<file path="config.mk">
export PLATFORM = sky130hd
export DESIGN_NAME = sprite_xor_framebuffer_core
export DESIGN_NICKNAME = d
export VERILOG_FILES = /design/src/hw/rtl/sxfb_pkg.sv /design/src/hw/rtl/sxfb_ctrl.sv /design/src/hw/rtl/sxfb_datapath.sv /design/src/hw/rtl/sprite_xor_framebuffer_core.sv
export VERILOG_INCLUDE_DIRS = /design/src /design/src/hw/rtl
export SDC_FILE = /design/constraint.sdc
export NUM_CORES = 2
export LEC_CHECK = 0
export BUFFER_PORTS_ARGS = -buffer_cell sky130_fd_sc_hd__buf_2
export CAP_MARGIN = 20
export CORE_MARGIN = 5
export CORE_UTILIZATION = 46
export DETAILED_ROUTE_END_ITERATION = 16
export SLEW_MARGIN = 20
export SYNTH_ARGS = -nofsm -noshare
export SYNTH_HDL_FRONTEND = slang
export SYNTH_SLANG_ARGS = --single-unit
</file>
<file path="constraint.sdc">
create_clock -name clk -period 11.4 [get_ports clk]
set_clock_uncertainty 0.05 [all_clocks]
set_input_delay 0.57 -clock clk [delete_from_list [all_inputs] [get_ports clk]]
set_output_delay 0.57 -clock clk [all_outputs]
set_load 0.005 [all_outputs]
</file>
<file path="src/hw/rtl/assert_macros.svh">
// ----------------------------------------------------------------------------
// assert_macros
// concurrent assertion helpers shared by sxfb_ctrl and sxfb_datapath
// ----------------------------------------------------------------------------
`ifndef ASSERT_MACROS_SVH
`define ASSERT_MACROS_SVH

`ifndef NO_ASSERTIONS

`define ASSERT_ALWAYS(label, clk, rst_n, cond) \
    label: assert property (@(posedge clk) disable iff (!rst_n) (cond)) \
        else $error("assertion failed");

`define ASSERT_IMPLIES(label, clk, rst_n, ante, cons) \
    label: assert property (@(posedge clk) disable iff (!rst_n) (ante) |-> (cons)) \
        else $error("assertion failed");

`define ASSERT_NEXT(label, clk, rst_n, ante, cons) \
    label: assert property (@(posedge clk) disable iff (!rst_n) (ante) |=> (cons)) \
        else $error("assertion failed");

`else

`define ASSERT_ALWAYS(label, clk, rst_n, cond)
`define ASSERT_IMPLIES(label, clk, rst_n, ante, cons)
`define ASSERT_NEXT(label, clk, rst_n, ante, cons)

`endif

`endif

</file>
<file path="src/hw/rtl/sxfb_pkg.sv">
// ----------------------------------------------------------------------------
// sxfb_pkg
// types and constants of the sprite xor framebuffer
// ----------------------------------------------------------------------------
package sxfb_pkg;

    localparam int SPRITE_BITS = 8;

    typedef enum logic [1:0] {
        REQ_CLEAR = 2'd0,
        REQ_SET   = 2'd1,
        REQ_QUERY = 2'd2,
        REQ_DRAW  = 2'd3
    } req_e;

    typedef struct packed {
        req_e                   req_type;
        logic [7:0]             x;
        logic [7:0]             y;
        logic [SPRITE_BITS-1:0] sprite_row;
        logic                   last_row;
    } req_item_t;

    typedef struct packed {
        logic pixel_value;
        logic collision;
    } rsp_item_t;

    typedef enum logic [1:0] {
        ST_IDLE,
        ST_READ,
        ST_EXEC
    } state_e;

    typedef struct packed {
        logic load;
        logic read;
        logic commit;
    } cmd_t;

endpackage

</file>
<file path="src/hw/rtl/sxfb_ctrl.sv">
// ----------------------------------------------------------------------------
// sxfb_ctrl
// request sequencer: capture, row read, commit, and the response valid flag
// ----------------------------------------------------------------------------
`include "assert_macros.svh"

module sxfb_ctrl (
    input  logic          clk,
    input  logic          rst_n,
    input  logic          req_valid,
    output logic          req_ready,
    output logic          rsp_valid,
    input  logic          rsp_ready,
    output sxfb_pkg::cmd_t cmd
);
    import sxfb_pkg::*;

    state_e state_reg;
    state_e state_next;
    logic   rsp_valid_reg;
    logic   rsp_valid_next;
    logic   out_free;

    always_ff @(posedge clk or negedge rst_n)
    begin
        if (!rst_n)
        begin
            state_reg     <= ST_IDLE;
            rsp_valid_reg <= 1'b0;
        end
        else
        begin
            state_reg     <= state_next;
            rsp_valid_reg <= rsp_valid_next;
        end
    end

    assign out_free = !rsp_valid_reg || rsp_ready;

    always_comb
    begin
        state_next = state_reg;
        cmd        = '0;
        req_ready  = 1'b0;
        case (state_reg)
            ST_IDLE:
            begin
                req_ready = 1'b1;
                if (req_valid)
                begin
                    cmd.load   = 1'b1;
                    state_next = ST_READ;
                end
            end
            ST_READ:
            begin
                cmd.read   = 1'b1;
                state_next = ST_EXEC;
            end
            ST_EXEC:
            begin
                if (out_free)
                begin
                    cmd.commit = 1'b1;
                    state_next = ST_IDLE;
                end
            end
            default:
            begin
                state_next = ST_IDLE;
            end
        endcase
    end

    always_comb
    begin
        rsp_valid_next = rsp_valid_reg;
        if (cmd.commit)
        begin
            rsp_valid_next = 1'b1;
        end
        else if (rsp_ready)
        begin
            rsp_valid_next = 1'b0;
        end
    end

    assign rsp_valid = rsp_valid_reg;

    `ASSERT_NEXT(a_accept_reads, clk, rst_n, req_valid && req_ready, state_reg == ST_READ)
    `ASSERT_NEXT(a_read_then_exec, clk, rst_n, state_reg == ST_READ, state_reg == ST_EXEC)
    `ASSERT_NEXT(a_commit_shows, clk, rst_n, cmd.commit, rsp_valid_reg)
    `ASSERT_NEXT(a_stall_holds, clk, rst_n, state_reg == ST_EXEC && !out_free, state_reg == ST_EXEC)

endmodule

</file>
<file path="src/hw/rtl/sxfb_datapath.sv">
// ----------------------------------------------------------------------------
// sxfb_datapath
// row memory with per-row valid bits, pixel mask, sprite counter and result
// ----------------------------------------------------------------------------
`include "assert_macros.svh"

module sxfb_datapath #(
    parameter int SCREEN_WIDTH    = 64,
    parameter int SCREEN_HEIGHT   = 32,
    parameter int MAX_SPRITE_ROWS = 15
) (
    input  logic                clk,
    input  logic                rst_n,
    input  sxfb_pkg::cmd_t      cmd,
    input  sxfb_pkg::req_item_t req,
    output sxfb_pkg::rsp_item_t rsp
);
    import sxfb_pkg::*;

    localparam int RowW = $clog2(SCREEN_HEIGHT);
    localparam int ColW = $clog2(SCREEN_WIDTH);
    localparam int CntW = $clog2(MAX_SPRITE_ROWS + 1);
    localparam int SumW = 16;
    localparam int Steps = 6;

    logic [SCREEN_WIDTH-1:0] mem [SCREEN_HEIGHT];
    logic [SCREEN_HEIGHT-1:0] row_valid_reg;

    req_e                    req_type_reg;
    logic                    last_row_reg;
    logic [RowW-1:0]         row_idx_reg;
    logic [SCREEN_WIDTH-1:0] mask_reg;
    logic [SCREEN_WIDTH-1:0] rd_data_reg;
    logic                    rd_valid_reg;
    rsp_item_t               rsp_reg;
    logic [CntW-1:0]         cnt_reg;
    logic [CntW-1:0]         cnt_next;
    logic                    acc_reg;
    logic                    acc_next;

    logic                    drawing;
    logic [SumW-1:0]         row_sum;
    logic [RowW-1:0]         row_idx;
    logic [ColW-1:0]         col_base;
    logic [ColW:0]           col_pos;
    logic [SCREEN_WIDTH-1:0] mask;
    logic [SCREEN_WIDTH-1:0] row_word;
    logic [SCREEN_WIDTH-1:0] wr_data;
    logic                    wr_en;
    logic                    hit;
    rsp_item_t               rsp_next;

    function automatic logic [RowW-1:0] wrap_row(input logic [SumW-1:0] v);
        logic [SumW-1:0] t;
        t = v;
        for (int k = Steps - 1; k >= 0; k--)
        begin
            if (t >= SumW'(SCREEN_HEIGHT << k))
            begin
                t = t - SumW'(SCREEN_HEIGHT << k);
            end
        end
        return t[RowW-1:0];
    endfunction

    function automatic logic [ColW-1:0] wrap_col(input logic [SumW-1:0] v);
        logic [SumW-1:0] t;
        t = v;
        for (int k = Steps - 1; k >= 0; k--)
        begin
            if (t >= SumW'(SCREEN_WIDTH << k))
            begin
                t = t - SumW'(SCREEN_WIDTH << k);
            end
        end
        return t[ColW-1:0];
    endfunction

    // request capture: wrapped row index and column mask
    assign drawing = (cnt_reg < CntW'(MAX_SPRITE_ROWS));

    always_comb
    begin
        col_pos = '0;
        mask    = '0;
        if (req.req_type == REQ_DRAW)
        begin
            row_sum = SumW'(req.y) + SumW'(cnt_reg);
        end
        else
        begin
            row_sum = SumW'(req.y);
        end
        row_idx  = wrap_row(row_sum);
        col_base = wrap_col(SumW'(req.x));
        if (req.req_type == REQ_DRAW)
        begin
            if (drawing)
            begin
                for (int k = 0; k < SPRITE_BITS; k++)
                begin
                    col_pos = (ColW+1)'(col_base) + (ColW+1)'(k);
                    if (col_pos >= (ColW+1)'(SCREEN_WIDTH))
                    begin
                        col_pos = col_pos - (ColW+1)'(SCREEN_WIDTH);
                    end
                    if (req.sprite_row[SPRITE_BITS-1-k])
                    begin
                        mask[col_pos[ColW-1:0]] = 1'b1;
                    end
                end
            end
        end
        else
        begin
            mask[col_base] = 1'b1;
        end
    end

    always_ff @(posedge clk)
    begin
        if (cmd.load)
        begin
            req_type_reg <= req.req_type;
            last_row_reg <= req.last_row;
            row_idx_reg  <= row_idx;
            mask_reg     <= mask;
        end
    end

    // commit: merge the mask into the row word (or for set, xor for draw) and form the response
    assign row_word = rd_valid_reg ? rd_data_reg : '0;
    assign hit      = |(row_word & mask_reg);

    always_comb
    begin
        wr_en    = 1'b0;
        wr_data  = row_word;
        rsp_next = '0;
        cnt_next = cnt_reg;
        acc_next = acc_reg;
        case (req_type_reg)
            REQ_SET:
            begin
                wr_en   = 1'b1;
                wr_data = row_word | mask_reg;
            end
            REQ_QUERY:
            begin
                rsp_next.pixel_value = hit;
            end
            REQ_DRAW:
            begin
                wr_en              = 1'b1;
                wr_data            = row_word ^ mask_reg;
                rsp_next.collision = acc_reg | hit;
                if (drawing)
                begin
                    cnt_next = cnt_reg + CntW'(1);
                end
                acc_next = acc_reg | hit;
                if (last_row_reg)
                begin
                    cnt_next = '0;
                    acc_next = 1'b0;
                end
            end
            default:
            begin
                wr_en = 1'b0;
            end
        endcase
    end

    always_ff @(posedge clk)
    begin
        if (cmd.commit && wr_en)
        begin
            mem[row_idx_reg] <= wr_data;
        end
        if (cmd.read)
        begin
            rd_data_reg  <= mem[row_idx_reg];
            rd_valid_reg <= row_valid_reg[row_idx_reg];
        end
        if (cmd.commit)
        begin
            rsp_reg <= rsp_next;
        end
    end

    always_ff @(posedge clk or negedge rst_n)
    begin
        if (!rst_n)
        begin
            row_valid_reg <= '0;
            cnt_reg       <= '0;
            acc_reg       <= 1'b0;
        end
        else if (cmd.commit)
        begin
            cnt_reg <= cnt_next;
            acc_reg <= acc_next;
            if (req_type_reg == REQ_CLEAR)
            begin
                row_valid_reg <= '0;
            end
            else if (wr_en)
            begin
                row_valid_reg[row_idx_reg] <= 1'b1;
            end
        end
    end

    assign rsp = rsp_reg;

    `ASSERT_ALWAYS(a_cnt_bound, clk, rst_n, cnt_reg <= CntW'(MAX_SPRITE_ROWS))
    `ASSERT_NEXT(a_last_clears, clk, rst_n, cmd.commit && req_type_reg == REQ_DRAW && last_row_reg, cnt_reg == '0 && acc_reg == 1'b0)
    `ASSERT_NEXT(a_clear_empties, clk, rst_n, cmd.commit && req_type_reg == REQ_CLEAR, row_valid_reg == '0)

endmodule

</file>
<file path="src/hw/rtl/sprite_xor_framebuffer_core.sv">
// ----------------------------------------------------------------------------
// sprite_xor_framebuffer_core
// monochrome framebuffer with clear, set, query and xor sprite-row draw
//
//   channel  signals                      payload
//   request  req_valid / req_ready / req  req_type, x, y, sprite_row, last_row
//   response rsp_valid / rsp_ready / rsp  pixel_value, collision
//
// an item runs through capture, row read and commit, all on one row port
// a new item is accepted only after the previous one has committed
// a commit waits while a previous response is still unread
// reset clears the per-row valid bits at once, so no clearing pass runs
// ----------------------------------------------------------------------------
module sprite_xor_framebuffer_core #(
    parameter int SCREEN_WIDTH    = 64,
    parameter int SCREEN_HEIGHT   = 32,
    parameter int MAX_SPRITE_ROWS = 15
) (
    input  logic                clk,
    input  logic                rst_n,
    input  logic                req_valid,
    output logic                req_ready,
    input  sxfb_pkg::req_item_t req,
    output logic                rsp_valid,
    input  logic                rsp_ready,
    output sxfb_pkg::rsp_item_t rsp
);
    import sxfb_pkg::*;

    cmd_t cmd;

    sxfb_ctrl u_ctrl (
        .clk       (clk),
        .rst_n     (rst_n),
        .req_valid (req_valid),
        .req_ready (req_ready),
        .rsp_valid (rsp_valid),
        .rsp_ready (rsp_ready),
        .cmd       (cmd)
    );

    sxfb_datapath #(
        .SCREEN_WIDTH    (SCREEN_WIDTH),
        .SCREEN_HEIGHT   (SCREEN_HEIGHT),
        .MAX_SPRITE_ROWS (MAX_SPRITE_ROWS)
    ) u_datapath (
        .clk   (clk),
        .rst_n (rst_n),
        .cmd   (cmd),
        .req   (req),
        .rsp   (rsp)
    );

endmodule

</file>
; Yosys cells after proc, flatten, opt, wreduce, memory -nomap -nowiden
; Memory sizes are Yosys's and may differ from the RTL's. A register that Yosys moved wholly into a read port is not among the register bits.
; Index checks and enable logic that the tools add are counted.
[word_totals]
elab_cells = 219
regBits = 115
ramBits = 2048
n_memories = 1
inputBits = 31
[op_classes]
magnitude_cmp = 37
n_addsub = 25
n_eq_ne = 8
n_mux = 100
n_bitwise = 12
reduce_logical = 24
[mem_list]
columns = memory, depth, word_bits, rd, rd_ports_with_merged_regs, write_ports, line
row1 = u_datapath.mem, 32, 64, 1, 1, 1, sxfb_datapath.sv:26  ; logic [SCREEN_WIDTH-1:0] mem [SCREEN_HEIGHT];
[op_table]
columns = operator, n
row1 = two-way mux 64 bit, 25
row2 = OR 64 bit, 8
row3 = two-way mux 6 bit, 25
row4 = one-hot mux 64 bit (2 select lines), 1
row5 = two-way mux 16 bit, 7
row6 = bitwise AND 64 bit, 1
row7 = two-way mux 32 bit, 2
row8 = OR reduction 64 bit, 1
row9 = bitwise XOR 64 bit, 1
row10 = < comparator 6 x 7 -> 1 bit (second input constant), 9
row11 = demux 1 bit (select 6 bit), 9
row12 = greater-or-equal comparator 6 x 1 -> 1 bit (second input constant), 9
row13 = subtractor 6 x 1 -> 6 bit (second input constant), 9
row14 = greater-or-equal comparator 7 bit (second input constant), 7
row15 = greater-or-equal comparator 16 x 7 -> 1 bit (second input constant), 2
row16 = OR 32 bit, 1
row17 = adder 6 x 3 -> 7 bit (second input constant), 4
row18 = two-way mux 1 bit, 23
row19 = greater-or-equal comparator 16 x 10 -> 1 bit (second input constant), 1
row20 = greater-or-equal comparator 16 x 11 -> 1 bit (second input constant), 1
row21 = greater-or-equal comparator 16 x 6 -> 1 bit (second input constant), 1
row22 = greater-or-equal comparator 16 x 8 -> 1 bit (second input constant), 1
row23 = greater-or-equal comparator 16 x 9 -> 1 bit (second input constant), 1
row24 = subtractor 16 x 10 -> 16 bit (second input constant), 1
row25 = other kinds (34), 56

; Logic depth before layout (Yosys ltp)
[logic_depth]
ltp_word = 43
mapped_depth = 14
mapped_depth_nobuf = 9

; By module
; A second synthesis with hierarchy kept.
[unflattened]
cells_unflattened = 4999
area_unflattened_um2 = 92084.6
[modules_own_cells]
columns = module, instances, seq_area_each_um2, cells_each, area_per_inst_um2
row1 = sxfb_datapath, 1, 66598.9, 4986, 91944.4
row2 = sxfb_ctrl, 1, 75.1, 13, 140.1

; Worst setup path after synthesis
; Ideal clock, no wire load.
[synth_path]
path_type = register to register
from = register u_datapath.row_idx_reg[1]
to = memory u_datapath.mem[11][0], enable pin
setup_time_ns = 0.488
synth_period_minus_slack_ns = 4.667
n_path_buf = 3
path_stages_with_launch = 6
t_required_ns = 10.862
arrival_time_ns = 4.129
slack_ns = 6.733
cell_sequence = edfxtp_1 buf_2 clkbuf_1 buf_1 nand3_1 nor2_1
[synth_lines]
columns = element, line
row1 = "start, declared", sxfb_datapath.sv:31  ; logic [RowW-1:0] row_idx_reg;
row2 = "start signal, assigned", sxfb_datapath.sv:126  ; row_idx_reg <= row_idx;
row3 = "end, declared", sxfb_datapath.sv:26
; Straight into the memory's write port.

; Worst setup path in the final report
[layout_path]
from = register u_ctrl.state_reg[1]
to = memory u_datapath.mem[11][58], enable pin
[layout_between]
elab_chain_cells = 5
[layout_rtl]
columns = element, line
row1 = "start, declared", sxfb_ctrl.sv:18  ; state_e state_reg;
row2 = "start signal, assigned", sxfb_ctrl.sv:33  ; state_reg <= state_next;
row3 = equality test 2 bit, sxfb_ctrl.sv:45  ; case (state_reg)
row4 = two-way mux 1 bit, sxfb_ctrl.sv:45
row5 = logical AND 1 bit, sxfb_datapath.sv:177  ; if (cmd.commit && wr_en)
row6 = two-way mux 1 bit, sxfb_datapath.sv:177
row7 = two-way mux 1 bit (implied by the code), sxfb_datapath.sv:179  ; mem[row_idx_reg] <= wr_data;
; Every way passes these cells.

==> flow_metrics.tcl <==
set metrics [dict create \
    finalCoreUtilization_pct 52.0 \
    critical_path_class "reg2reg" \
    chipHeight_microns 458 \
    synth-edff-count 2187 \
    synth-seq-cells 2227 \
    startpoint "u_ctrl.state_reg[1]" \
    ctsHtreeMaxLevel 4 \
    sum_of_negative_setup_slack_ns 0 \
    post_route_cells_drive_above_1_share_pct 21.9 \
    dpl.hpwl_microns 159000 \
    worst_r2r_path_depth 6 \
    grt_start_max_net_pins 134 \
    largest_register_ffs 2048 \
    synth_ff_type "sky130_fd_sc_hd__edfxtp_1" \
    main_area_contributors_after_synthesis "sky130_fd_sc_hd__edfxtp_1 (71%), sky130_fd_sc_hd__mux4_2 (13%), sky130_fd_sc_hd__a22oi_1 (2.3%), sky130_fd_sc_hd__ha_1 (1.9%), sky130_fd_sc_hd__dfrtp_1 (1.1%)" \
    yosysMostFrequentCell "sky130_fd_sc_hd__edfxtp_1" \
    tot_pwr_uw 19900 \
    post_cts_resized 0 \
    antenna_found_initial 5 \
    period_needed_ns 4.79 \
    cts_hold_buf 10 \
    track_usage_pct 27.4 \
    worst_slew_margin_pct 14.4 \
    syn-cell-area_sq_um 92200 \
    antenna_violating_nets_post_route 0 \
    rr_startpoint "u_ctrl.state_reg[1]" \
    synth_top_cells_by_count "sky130_fd_sc_hd__edfxtp_1 (2187), sky130_fd_sc_hd__mux4_2 (520), sky130_fd_sc_hd__a22oi_1 (278)" \
    hold_viol_final 0 \
    yosysWarningCount 0 \
    maxClockFrequency_mhz 209 \
    core.rowCount 164 \
    fillers 15900 \
    gp_congestion 0.964 \
    synthDominantAreaCellType "sky130_fd_sc_hd__edfxtp_1" \
    clkTransAtPathRegs_ns 0.07 \
    placeableCoreArea_sq_um 199000 \
    overflow_left_after_global_routing 0 \
    postSynthNetCount 5232 \
    timing.critical_path.to "u_datapath.mem[11][58]" \
    timing.critical_path.required_ns 11.85 \
    via_count_of_the_first_global_routing_pass 51400 \
    first_iter_violations 6902 \
    area_delta_synth_final_pct 12.5 \
    synth_top_area_share_pct 71.3 \
    slack_of_the_worst_reg_to_reg_path_ns 6.61 \
    count_of_distinct_cell_types_in_the_synthesized_netlist 92 \
    via_count 52300 \
    route.detailed.vias_per_inst 6.53 \
    worst_skew_pair.late_latency_ns 0.89 \
    design.portCount 35 \
    worst-endpoint-arrival_ns 5.24 \
    crit_fanout 28 \
    cp-start-kind "register" \
    period_share_pct 42.0 \
    outcome "completed" \
    hold_class "in2async" \
    sequential_cell_area_fraction_in_the_yosys_report_pct 72.4 \
    setup_viol_count_final 0 \
    routed_wl_microns 292000 \
    worst_tran_pin_value_ns 1.28 \
    crit_path_end_kind "register" \
    wire_length_of_the_first_global_routing_pass_microns 404000 \
    hold-worst-slack_ns 0.197 \
    max-vdd-ir-drop_mv 0.135 \
    dr_wl_cell_microns 36.5 \
    fp.dieW_microns 458 \
    initial_core_util_pct 46.2 \
    rsz0062_at_grt "false" \
    drtPass1Iterations 6 \
    post_place_cells 7594 \
    max-clock-path-buffers 3 \
    cts_root_buf "sky130_fd_sc_hd__clkbuf_16" \
    final_max_slew_viol_count 0 \
    post-route-drc-count 0 \
    num-nets-final 5340 \
    io_buffer_count 29 \
    async_flop_share_pct 1.80 \
    design.die.area_sq_um 209000 \
    maxcap_viol_count 0 \
    cts_tree "done" \
    power.static_leakage_uw 0.0330 \
    cts.sinks 2227 \
    instances_no_fill 8015 \
    power.density_cell_area_nw_per_um2 192 \
    cts_post_setup_buffers_inserted 0 \
    post_synth_inst_count 5063 \
    crit-reg2reg-capture "u_datapath.mem[11][58]" \
    number_of_buffers_created_by_cts 220 \
    synth_area_per_cell_sq_um 18.2 \
]
==> stage by stage <==
stage | worst slack, ns | instance area, sq um
after floorplan | 6.73 | 92200
after global placement | 6.21 | 96100
after detailed placement | 6.27 | 96100
after CTS | 6.52 | 103000
after global routing | 6.52 | 104000
final | 6.61 | 104000
==> power breakdown <==
part	total, uW	leakage, uW	switching (uW)	internal, uW
sequential	9910	0.0204	142	9760
combinational	2880	0.00910	1970	906
clock	7090	0.00344	3110	3980
total	19900	0.0330	5230	14600
==> worst min path at each step <==
stage,endpoint,depth (start not counted),slack [ns]
final,u_ctrl.rsp_valid,2,0.20
after CTS,u_ctrl.rsp_valid,3,0.17
after global routing,u_ctrl.rsp_valid,3,0.21
after detailed placement,u_datapath.row_valid_reg[18],1,0.43
after global placement,u_datapath.row_valid_reg[18],1,0.42
after floorplan,u_ctrl.rsp_valid,0,0.22
==> worst max-delay path, cell delays in order, from the launching register on <==
cell and delay [ns]:
sky130_fd_sc_hd__dfrtp_1 0.43, sky130_fd_sc_hd__nor2b_1 0.59, sky130_fd_sc_hd__and3_1 0.33, sky130_fd_sc_hd__nand3_1 0.69, sky130_fd_sc_hd__nor2_4 0.96, sky130_fd_sc_hd__buf_4 0.62, sky130_fd_sc_hd__buf_4 0.67
==> layout by cell type, fill, tap and decap left out, types with 35 or more instances in the layout <==
cell / count
sky130_fd_sc_hd__o21a_1: 43
sky130_fd_sc_hd__edfxtp_1: 2187
sky130_fd_sc_hd__clkinv_2: 39
sky130_fd_sc_hd__a21oi_1: 149
sky130_fd_sc_hd__buf_4: 152
sky130_fd_sc_hd__mux4_2: 520
sky130_fd_sc_hd__ha_1: 137
sky130_fd_sc_hd__a22oi_1: 278
sky130_fd_sc_hd__nor2_4: 35
sky130_fd_sc_hd__nor3_1: 50
sky130_fd_sc_hd__nand2_1: 239
sky130_fd_sc_hd__o22ai_1: 57
sky130_fd_sc_hd__clkbuf_16: 221
sky130_fd_sc_hd__clkinv_1: 59
sky130_fd_sc_hd__dfrtp_1: 40
sky130_fd_sc_hd__nor2_1: 197
sky130_fd_sc_hd__nand4_1: 97
sky130_fd_sc_hd__nand3_1: 49
sky130_fd_sc_hd__o21ai_0: 69
sky130_fd_sc_hd__clkbuf_1: 47
sky130_fd_sc_hd__inv_1: 141
==> per-layer routing <==
layer	wire length, microns	track usage, %	vias up	share of wire [%]
li1	-	-	21000	-
met1	119000	39.1	28000	41
met2	138000	43.0	2758	47
met3	25400	5.42	573	8.7
met4	10100	8.44	6	3.5
met5	40	0	-	0.014
==> kinds of logic (layout without fill, tap and decap cells) <==
group	after synthesis	in the layout	share of synthesized area, %
compound gates	854	854	6.27
xor+xnor	25	25	0.299
fa+ha+maj	138	138	1.88
buf+inv	456	749	2.06
flops	2227	2227	72.4
mux	523	523	12.7
other cells	0	3	0
simple gates	840	840	4.39
==> cell type report <==
type / count / area (sq um) / share of cell area [%]
timing repair buffer: 196 / 1510 / 1.46
antenna: 3 / 7.51 / 0.00724
clock inverter: 135 / 1290 / 1.24
inverter: 146 / 548 / 0.529
multi-input combinational: 2380 / 24600 / 23.7
sequential: 2227 / 66700 / 64.3
tap: 2656 / 3320 / 3.21
clock buffer: 272 / 5760 / 5.56
Note: power is estimated with default switching activity, not from simulation.
